`config.mk`:
```
export PLATFORM = sky130hd
export DESIGN_NAME = utf8_byte_stream_decoder_flat
export DESIGN_NICKNAME = d
export VERILOG_FILES = /design/src/hdl/u8d_pkg.sv /design/src/hdl/u8d_ifs.sv /design/src/hdl/utf8_byte_stream_decoder.sv /design/src/flat_wrapper.sv
export SDC_FILE = /design/constraint.sdc
export NUM_CORES = 1
export LEC_CHECK = 0
export BUFFER_PORTS_ARGS = -buffer_cell sky130_fd_sc_hd__buf_4
export CAP_MARGIN = 20
export CORE_AREA = 8 8 76 112
export CTS_CLUSTER_DIAMETER = 80
export DETAILED_ROUTE_END_ITERATION = 16
export DIE_AREA = 0 0 84 120
export PLACE_DENSITY = 0.7
export RECOVER_POWER = 100
export SYNTH_ARGS = -nofsm -noshare
export SYNTH_HDL_FRONTEND = slang
export SYNTH_SLANG_ARGS = --single-unit
```
`constraint.sdc`:
```
create_clock -name clk -period 6.65 [get_ports clk]
set_input_delay 0.3325 -clock clk [delete_from_list [all_inputs] [get_ports clk]]
set_output_delay 0.3325 -clock clk [all_outputs]
set_load 0.01 [all_outputs]
```
`src/hdl/u8d_pkg.sv`:
```
// Shared types, constants and decode helpers for the UTF-8 byte stream decoder.
package u8d_pkg;

  localparam int unsigned BYTE_W  = 8;
  localparam int unsigned LEFT_W  = 3;
  localparam int unsigned CP_W    = 31;
  localparam int unsigned EXP_W   = 3;
  localparam int unsigned LEN_W   = 4;
  localparam int unsigned MAX_LEN = 6;
  localparam int unsigned CONT_W  = 6;

  typedef enum logic [1:0] {
    ST_OK     = 2'd0,
    ST_STRICT = 2'd1,
    ST_END    = 2'd2
  } status_t;

  // Number of leading one bits of a byte, from 0 to 8.
  function automatic logic [LEN_W-1:0] lead_len(input logic [BYTE_W-1:0] b);
    logic [LEN_W-1:0] n;
    unique casez (b)
      8'b0???????: n = 4'd0;
      8'b10??????: n = 4'd1;
      8'b110?????: n = 4'd2;
      8'b1110????: n = 4'd3;
      8'b11110???: n = 4'd4;
      8'b111110??: n = 4'd5;
      8'b1111110?: n = 4'd6;
      8'b11111110: n = 4'd7;
      default:     n = 4'd8;
    endcase
    return n;
  endfunction

  // Payload bits of a leading byte whose length is 2 to 6.
  function automatic logic [CP_W-1:0] lead_payload(input logic [BYTE_W-1:0] b,
                                                   input logic [LEN_W-1:0] len);
    logic [CP_W-1:0] p;
    case (len)
      4'd2:    p = CP_W'(b[4:0]);
      4'd3:    p = CP_W'(b[3:0]);
      4'd4:    p = CP_W'(b[2:0]);
      4'd5:    p = CP_W'(b[1:0]);
      4'd6:    p = CP_W'(b[0]);
      default: p = '0;
    endcase
    return p;
  endfunction

endpackage

```
`src/hdl/u8d_ifs.sv`:
```
// Valid/ready channel interfaces for the decoder's byte input and code point output.
interface u8d_in_if;
  logic                          valid;
  logic                          ready;
  logic [u8d_pkg::BYTE_W-1:0]    byte_in;
  logic [u8d_pkg::LEFT_W-1:0]    bytes_left;

  modport source (output valid, output byte_in, output bytes_left, input ready);
  modport sink   (input valid, input byte_in, input bytes_left, output ready);
endinterface

interface u8d_out_if;
  logic                          valid;
  logic                          ready;
  logic [u8d_pkg::CP_W-1:0]      code_point;
  u8d_pkg::status_t              status;

  modport source (output valid, output code_point, output status, input ready);
  modport sink   (input valid, input code_point, input status, output ready);
endinterface

```
`src/hdl/utf8_byte_stream_decoder.sv`:
```
// Top level of the UTF-8 byte stream decoder: input register, decode stage, result register.
// The decoder takes one byte per request and sustains one byte per cycle unless a result
// waits on a stalled output. A byte is captured in an input register and decoded from it
// against the sequence state; a result is then written into the result register once free.
// The single decode stage that updates the sequence length and the 31-bit accumulator
// sets this rate. Sequences of up to six bytes in the original UTF-8 form are decoded
// without overlong or surrogate checks; malformed bytes report a strict error and a
// leading byte with too few bytes left reports an unexpected end, and either error
// returns the decoder to idle.
module utf8_byte_stream_decoder (
  input  logic         clk,
  input  logic         rst_n,
  u8d_in_if.sink       in_chan,
  u8d_out_if.source    out_chan
);

  logic                            s_valid_r;
  logic [u8d_pkg::BYTE_W-1:0]      s_byte_r;
  logic [u8d_pkg::LEFT_W-1:0]      s_left_r;

  logic [u8d_pkg::EXP_W-1:0]       exp_r;
  logic [u8d_pkg::EXP_W-1:0]       exp_nxt;
  logic [u8d_pkg::CP_W-1:0]        acc_r;
  logic [u8d_pkg::CP_W-1:0]        acc_nxt;

  logic                            out_valid_r;
  logic [u8d_pkg::CP_W-1:0]        out_cp_r;
  u8d_pkg::status_t                out_st_r;

  logic                            emit;
  logic [u8d_pkg::CP_W-1:0]        emit_cp;
  u8d_pkg::status_t                emit_st;
  logic [u8d_pkg::LEN_W-1:0]       len;
  logic [u8d_pkg::CP_W-1:0]        acc_shift;
  logic                            out_free;
  logic                            s_adv;
  logic                            in_fire;

  always_comb begin
    emit      = 1'b0;
    emit_cp   = '0;
    emit_st   = u8d_pkg::ST_OK;
    exp_nxt   = exp_r;
    acc_nxt   = acc_r;
    len       = u8d_pkg::lead_len(s_byte_r);
    acc_shift = {acc_r[u8d_pkg::CP_W-u8d_pkg::CONT_W-1:0], s_byte_r[u8d_pkg::CONT_W-1:0]};
    if (exp_r == '0) begin
      if (!s_byte_r[u8d_pkg::BYTE_W-1]) begin
        emit    = 1'b1;
        emit_cp = u8d_pkg::CP_W'(s_byte_r);
      end else if (len == 4'd1 || len > u8d_pkg::LEN_W'(u8d_pkg::MAX_LEN)) begin
        emit    = 1'b1;
        emit_st = u8d_pkg::ST_STRICT;
      end else if ({1'b0, s_left_r} < len) begin
        emit    = 1'b1;
        emit_st = u8d_pkg::ST_END;
      end else begin
        acc_nxt = u8d_pkg::lead_payload(s_byte_r, len);
        exp_nxt = u8d_pkg::EXP_W'(len - 4'd1);
      end
    end else if (s_byte_r[7:6] != 2'b10) begin
      emit    = 1'b1;
      emit_st = u8d_pkg::ST_STRICT;
    end else if (exp_r == 3'd1) begin
      emit    = 1'b1;
      emit_cp = acc_shift;
    end else begin
      acc_nxt = acc_shift;
      exp_nxt = exp_r - 3'd1;
    end
    if (emit) begin
      exp_nxt = '0;
      acc_nxt = '0;
    end
  end

  assign out_free = !out_valid_r || out_chan.ready;
  assign s_adv    = s_valid_r && (!emit || out_free);
  assign in_chan.ready = !s_valid_r || s_adv;
  assign in_fire  = in_chan.valid && in_chan.ready;

  always_ff @(posedge clk) begin
    if (!rst_n) begin
      s_valid_r <= 1'b0;
    end else if (in_chan.ready) begin
      s_valid_r <= in_chan.valid;
    end
  end

  always_ff @(posedge clk) begin
    if (in_fire) begin
      s_byte_r <= in_chan.byte_in;
      s_left_r <= in_chan.bytes_left;
    end
  end

  always_ff @(posedge clk) begin
    if (!rst_n) begin
      exp_r <= '0;
      acc_r <= '0;
    end else if (s_adv) begin
      exp_r <= exp_nxt;
      acc_r <= acc_nxt;
    end
  end

  always_ff @(posedge clk) begin
    if (!rst_n) begin
      out_valid_r <= 1'b0;
    end else if (out_free) begin
      out_valid_r <= s_adv && emit;
    end
  end

  always_ff @(posedge clk) begin
    if (s_adv && emit) begin
      out_cp_r <= emit_cp;
      out_st_r <= emit_st;
    end
  end

  assign out_chan.valid      = out_valid_r;
  assign out_chan.code_point = out_cp_r;
  assign out_chan.status     = out_st_r;

  a_err_zero_cp: assert property (@(posedge clk) disable iff (!rst_n)
    (out_valid_r && out_st_r != u8d_pkg::ST_OK) |-> (out_cp_r == '0))
    else $error("Error result carries a nonzero code point.");

  a_exp_range: assert property (@(posedge clk) disable iff (!rst_n)
    exp_r < u8d_pkg::EXP_W'(u8d_pkg::MAX_LEN))
    else $error("Expected continuation count out of range.");

  a_emit_idle: assert property (@(posedge clk) disable iff (!rst_n)
    (s_adv && emit) |=> (exp_r == '0 && acc_r == '0))
    else $error("Sequence state not cleared after a result.");

  a_stage_adv: assert property (@(posedge clk) disable iff (!rst_n)
    (in_fire && s_valid_r) |-> s_adv)
    else $error("Request accepted over a held input register.");

  a_out_load: assert property (@(posedge clk) disable iff (!rst_n)
    (s_adv && emit) |=> out_valid_r)
    else $error("Result lost between decode stage and result register.");

endmodule

```
`src/flat_wrapper.sv`:
```
// flat-port wrapper written by rule: the top's interface ports become plain ports
module utf8_byte_stream_decoder_flat 
  (clk, rst_n, in_chan_valid, in_chan_byte_in, in_chan_bytes_left, in_chan_ready, out_chan_valid, out_chan_code_point, out_chan_status, out_chan_ready);
  u8d_in_if in_chan_i ();
  u8d_out_if out_chan_i ();
  input  logic clk;
  input  logic rst_n;
  input wire logic [$bits(in_chan_i.valid)-1:0] in_chan_valid;
  input wire logic [$bits(in_chan_i.byte_in)-1:0] in_chan_byte_in;
  input wire logic [$bits(in_chan_i.bytes_left)-1:0] in_chan_bytes_left;
  output wire logic [$bits(in_chan_i.ready)-1:0] in_chan_ready;
  output wire logic [$bits(out_chan_i.valid)-1:0] out_chan_valid;
  output wire logic [$bits(out_chan_i.code_point)-1:0] out_chan_code_point;
  output wire logic [$bits(out_chan_i.status)-1:0] out_chan_status;
  input wire logic [$bits(out_chan_i.ready)-1:0] out_chan_ready;
  assign in_chan_i.valid = in_chan_valid;
  assign in_chan_i.byte_in = in_chan_byte_in;
  assign in_chan_i.bytes_left = in_chan_bytes_left;
  assign in_chan_ready = in_chan_i.ready;
  assign out_chan_valid = out_chan_i.valid;
  assign out_chan_code_point = out_chan_i.code_point;
  assign out_chan_status = out_chan_i.status;
  assign out_chan_i.ready = out_chan_ready;
  utf8_byte_stream_decoder u_core (.clk(clk), .rst_n(rst_n), .in_chan(in_chan_i), .out_chan(out_chan_i));
endmodule
```
# [Word level (Yosys, flattened, before mapping)]
# Index checks and enable logic that the tools add are counted.
[word_totals] ff_bits=74 latchBits=0 mem_bits_rw=0 rom_bits=0 input_bits=15 elab_cells=76 mem_count=0
[classes] add_sub_neg=2 mul=0 div_mod_pow=0 magnitude_cmp=2 eq_ne=20 shift=0 mux=31 n_bitwise=1 reduce_logical=12
[op_table] cell="two-way mux 25 bit" count=7
[op_table] cell="two-way mux 31 bit" count=3
[op_table] cell="one-hot mux 4 bit (8 select lines)" count=1
[op_table] cell="one-hot mux 5 bit (5 select lines)" count=1
[op_table] cell="two-way mux 3 bit" count=7
[op_table] cell="== test 4 x 3 -> 1 bit, second input constant" count=3
[op_table] cell="!= test 3 x 1 -> 1 bit, second input constant" count=3
[op_table] cell="== test 4 x 2 -> 1 bit, second input constant" count=2
[op_table] cell="== test 8 bit, second input constant" count=1
[op_table] cell="two-way mux 2 bit" count=4
[op_table] cell="== test 7 bit, second input constant" count=1
[op_table] cell="two-way mux 1 bit" count=7
[op_table] cell="two-way mux 7 bit" count=1
[op_table] cell="== test 6 bit, second input constant" count=1
[op_table] cell="!= test 3 x 2 -> 1 bit, second input constant" count=2
[op_table] cell="AND reduction 6 bit" count=1
[op_table] cell="subtractor 3 x 1 -> 3 bit, second input constant" count=2
[op_table] cell="== test 5 bit, second input constant" count=1
[op_table] cell="== test 4 x 1 -> 1 bit, second input constant" count=1
[op_table] cell="== test 4 bit, second input constant" count=1
[op_table] cell="> comparator 4 x 3 -> 1 bit, second input constant" count=1
[op_table] cell="logical OR 1 bit" count=4
[op_table] cell="less-than comparator 3 x 4 -> 1 bit" count=1
[op_table] cell="== test 3 x 1 -> 1 bit, second input constant" count=1
[op_table] cell="7 further kinds" count=11

# [Logic depth before layout (Yosys ltp)]
[logic_depth] ltp_word=12 mapped_depth=11

# [Least setup slack after synthesis]
# Ideal clock, no wire load.
[synth_path] path_kind="register to register" startpoint="reg u_core.s_byte_r[7] in the netlist's numbering" endpoint="reg u_core.out_cp_r, in the netlist u_core.out_chan.code_point[0], enable pin" setup_ns=0.393 t_arrival_ns=2.920 required_ns=6.257 setup_slack_ns=3.337 stages_incl_launch_ff=11 n_path_buf=2 path_cell_list="edfxtp_1 buf_2 nand4_4 or2_2 ha_1 o21ai_0 a22o_1 nor3_2 a31o_1 buf_6 and2_1"
[synth_via] elab_chain_len=11 elab_cells_between_ends=23 cone_classes="2 x order compare; 9 x eq/ne; 6 x mux; 1 x bitwise; 5 x reduce/logical"
[synth_rtl] element="start, declared" line="utf8_byte_stream_decoder.sv:18" source="logic [u8d_pkg::BYTE_W-1:0] s_byte_r;"
[synth_rtl] element="start signal, assigned" line="utf8_byte_stream_decoder.sv:92" source="s_byte_r <= in_chan.byte_in;"
[synth_rtl] element="== test 8 bit, or another cell as far along" line="u8d_pkg.sv:21" source="unique casez (b)"
[synth_rtl] element="one-hot mux 4 bit (8 select lines)" line="u8d_pkg.sv:21"
[synth_rtl] element="less-than comparator 3 x 4 -> 1 bit, or another cell as far along" line="utf8_byte_stream_decoder.sv:54" source="end else if ({1'b0, s_left_r} < len) begin"
[synth_rtl] element="two-way mux 1 bit / logical OR 1 bit (equally long branches)" line="utf8_byte_stream_decoder.sv:54, utf8_byte_stream_decoder.sv:51"
[synth_rtl] element="two-way mux 1 bit" line="utf8_byte_stream_decoder.sv:51" source="end else if (len == 4'd1 || len > u8d_pkg::LEN_W'(u8d_pkg::MAX_LEN)) begin"
[synth_rtl] element="two-way mux 1 bit" line="utf8_byte_stream_decoder.sv:48" source="if (!s_byte_r[u8d_pkg::BYTE_W-1]) begin"
[synth_rtl] element="two-way mux 1 bit (*)" line="utf8_byte_stream_decoder.sv:47" source="if (exp_r == '0) begin"
[synth_rtl] element="zero test 1 bit" line="utf8_byte_stream_decoder.sv:78" source="assign s_adv = s_valid_r && (!emit || out_free);"
[synth_rtl] element="logical OR 1 bit" line="utf8_byte_stream_decoder.sv:78"
[synth_rtl] element="logical AND 1 bit" line="utf8_byte_stream_decoder.sv:78"
[synth_rtl] element="logical AND 1 bit (*)" line="utf8_byte_stream_decoder.sv:116" source="if (s_adv && emit) begin"
[synth_rtl] element="end signal, assigned" line="utf8_byte_stream_decoder.sv:117" source="out_cp_r <= emit_cp;"
[synth_rtl] element="end, declared" line="utf8_byte_stream_decoder.sv:27" source="logic [u8d_pkg::CP_W-1:0] out_cp_r;"
# Mark *: on every way between the ends. The rest lies on a longest branch, timed or not.
# A chain may end at the register's enable or synchronous reset.

# [Worst setup path in the final report]
[layout_path] startpoint="reg u_core.s_byte_r[7] in the netlist's numbering" endpoint="reg u_core.out_cp_r, in the netlist u_core.out_chan.code_point[2], enable pin"
# The elaborated chain is that of the path after synthesis.

==> metrics.md <==
| Metric | Value |
|---|---|
| Critical R2R Launch | u_core.s_byte_r[7] |
| Die X | 84 um |
| Gr ovfl total | 0 |
| Slew Limit Fails | 0 |
| Pre-antenna DRT Iters | 4 |
| FMAX | 250 MHz |
| Largest net degree at the start of global routing | 34 |
| Cells after synthesis | 291 |
| DRT antenna net count | 0 |
| Critical path class | flop to flop |
| Maxcap violations | 0 |
| CTS sink cnt | 74 |
| Fin Setup TNS | 0 ns |
| Postcts setup bufs | 0 |
| Filler Cell Count | 664 |
| Input/output buffers | 49 |
| Clock transition at the registers of the reported paths | 0.08 ns |
| Iter 0 DRT Violations | 141 |
| Vias/cell | 5.36 |
| Worst R2R Setup Slack | 2.64 ns |
| Hold Path Stages | 1 |
| Least-Margin Pin Slew | 0.889 ns |
| Detailed placement HPWL | 4.51 mm |
| Worst reg2reg path endpoint | u_core.out_chan.code_point[2] |
| Hold Violations, Final | 0 |
| CTS root buf | clkbuf_8 |
| Vias in the first global route | 2231 |
| Worst rel slew slack | 0.408 |
| Post-Layout Inst Area | 3650 um2 |
| Vias | 2276 |
| WHS Endpoint | u_core.s_left_r[2] |
| Total CTS buffers | 9 |
| Worst Reg2Reg Path Length in Cells | 9 |
| Count of final setup violators | 0 |
| Post-synth top flop | edfxtp_1 |
| DR DRC count | 0 |
| Placed Area | 3620 um2 |
| RSZ-0062 raised after global routing | no |
| Mean post-synth cell area | 11.0 um2 |
| Clk_skew | 0.00995 ns |
| CTS tree | built |
| Fin crit share | 0.602 |
| Cell Area, Synth | 3210 um2 |
| EDFF count, synth | 44 |
| Initial antenna violation count | 0 |
| H-tree depth | 3 |
| Crit-path max cell delay | 0.80 ns |
| Layout Nets | 365 |
| Hold wc startpoint | in_chan_bytes_left[2] |
| Top cell type's share of synthesized area | 0.412 |
| Area delta synth->final | 13.8% |
| Critical path cell sequence | nand4_1 > or2_2 > ha_1 > o21ai_0 > a22o_1 > nor3_1 > a31o_1 > and2_0 > buf_4 |
| Share of layout cells above drive strength 1 | 0.101 |
| Required @ worst endpoint | 6.65 ns |
| Die height | 120 um |
| VDD IR max | 0.000201 V |
| Final wirelength | 6.24 mm |
| Leakage Power | 1.26 nW |
| Asr flop ratio synth | 0 |
| CP max stage cell | a31o_1 |
| Flops & latches, synth | 74 |
| Core footprint | 6990 um2 |
| Post-CTS resize count | 0 |
| First-pass GRT wire length | 10.3 mm |
| Hold buffers post-CTS | 0 |
| Starting Density | 0.459 |
| Critical Path AT | 4.01 ns |
| Worst min path class | primary input to flop |
| Fin crit period | 4.01 ns |
| Post-synth cell types | 42 |
| Diode count | 0 |
| Area contributors post-synth | edfxtp_1 41%, dfxtp_1 19%, and2_1 6.8%, nand2_1 4.6%, o21ai_0 4.1% |
| Rows | 38 |
| Final RePlAce weighted congestion | 0.978 |
| Post-synth net total | 316 |
| Clk_lat worst skew | 0.35 ns |
| Clock tree buffer depth | 2 |
| Yosys Warn Count | 0 |
| Outcome | completed |
| Synth area leader | edfxtp_1 |
| GRT Overall Usage | 0.128 |
| Power per cell area | 252 nW/um2 |
| # IOs | 50 |
| Die area | 10100 um2 |
| Worst Path Max Fanout | 33 |
| Seq/Total Area, Yosys | 0.599 |
| Wire per inst | 14.7 um |
| Critical path endpoint category | flop |
| Startpoint Class | flop |
==> kinds of logic after synthesis <==
family	after synthesis	synth area share
compound gates	61	0.118
flops	74	0.599
mux	1	0.00351
fa+ha+maj	10	0.0390
buf+inv	24	0.0343
simple gates	121	0.206
==> where the power goes <==
group,switching (mW),internal (mW),total [mW]
Combinational,0.0548,0.0276,0.0825
Sequential,0.00899,0.506,0.515
Clock,0.173,0.149,0.323
Total,0.237,0.683,0.920
==> critical path: cells and delay by family, from the launching register on <==
family | cells | cell delay [ns]
simple gates | 4 | 1.30
compound gates | 3 | 1.18
flops | 1 | 0.50
buf+inv | 1 | 0.37
fa+ha+maj | 1 | 0.30
==> how the worst max path moves through the flow <==
stage                                   from                             to  slack, ns
after floorplan           u_core.s_byte_r[7]  u_core.out_chan.code_point[0]       3.34
after global placement    u_core.s_byte_r[7]  u_core.out_chan.code_point[3]       3.06
after detailed placement  u_core.s_byte_r[7]  u_core.out_chan.code_point[7]       2.92
after CTS                 u_core.s_byte_r[7]  u_core.out_chan.code_point[2]       2.93
after global routing      u_core.s_byte_r[7]  u_core.out_chan.code_point[0]       2.37
final                     u_core.s_byte_r[7]  u_core.out_chan.code_point[2]       2.64
==> state kept, by name, summed over array words and instances, names as in the netlist <==
register	cells
u_core.acc_r	25
u_core.s_byte_r	8
u_core.out_chan.status	2
u_core.out_chan.code_point	31
u_core.exp_r	3
u_core.s_valid_r	1
u_core.s_left_r	3
u_core.out_chan.valid	1
==> metrics by stage <==
step / util / power, mW / setup WS, ns / instances / hold WS, ns
after floorplan: - / 0.582 / 3.34 / 291 / 0.431
after global placement: 0.517 / 0.619 / 3.06 / 407 / 0.446
after detailed placement: 0.518 / 0.622 / 2.92 / 408 / 0.448
after CTS: 0.545 / 0.943 / 2.93 / 424 / 0.144
after global routing: 0.523 / 0.957 / 2.37 / 425 / 0.164
final: 0.523 / 0.920 / 2.64 / 425 / 0.177
==> area by class of cell <==
cell class,instances,area (um2),area share
inverter,9,33.8,0.00925
sequential,74,1920,0.526
tap,80,100,0.0274
clock buffer,10,138,0.0377
clock inverter,6,48.8,0.0134
multi-input combinational,193,1150,0.315
timing repair buffer,53,259,0.0709
==> cells in the final DEF, fill, tap and decap left out, types with 2 or more instances in the layout <==
master and instances:
inv_1 9, a31oi_1 2, a211oi_1 2, and2_1 12
nand2_1 39, clkinvlp_4 3, dfxtp_1 30, clkbuf_1 37
buf_4 5, or3_1 20, nand3b_1 2, ha_1 10
nand4_1 2, o21a_1 2, nor3_1 2, o21ai_0 28
edfxtp_1 44, and2_0 23, o211ai_1 2, nand3_1 3
clkbuf_4 11, a22o_1 2, nand2b_1 2, inv_6 3
clkbuf_8 10, nor2b_1 4, a21oi_1 8, o22ai_1 8
nor2_1 8
==> cell usage after synthesis, types with 3 or more instances <==
master,number
buf_2,3
edfxtp_1,44
nor2_1,8
or3_1,20
dfxtp_1,30
o22ai_1,8
o21ai_0,26
nor2b_1,4
nand3_1,3
clkbuf_1,9
inv_1,9
a21oi_1,8
ha_1,10
nand2_1,39
and2_1,35
==> metal layers <==
layer	track usage	vias up	wire length, um
li1	-	1141	-
met1	0.126	1059	2430
met4	0.0770	0	231
met2	0.224	58	3240
met3	0.0468	18	346
met5	0	-	0
No activity file was read; power rests on OpenSTA's default activity.
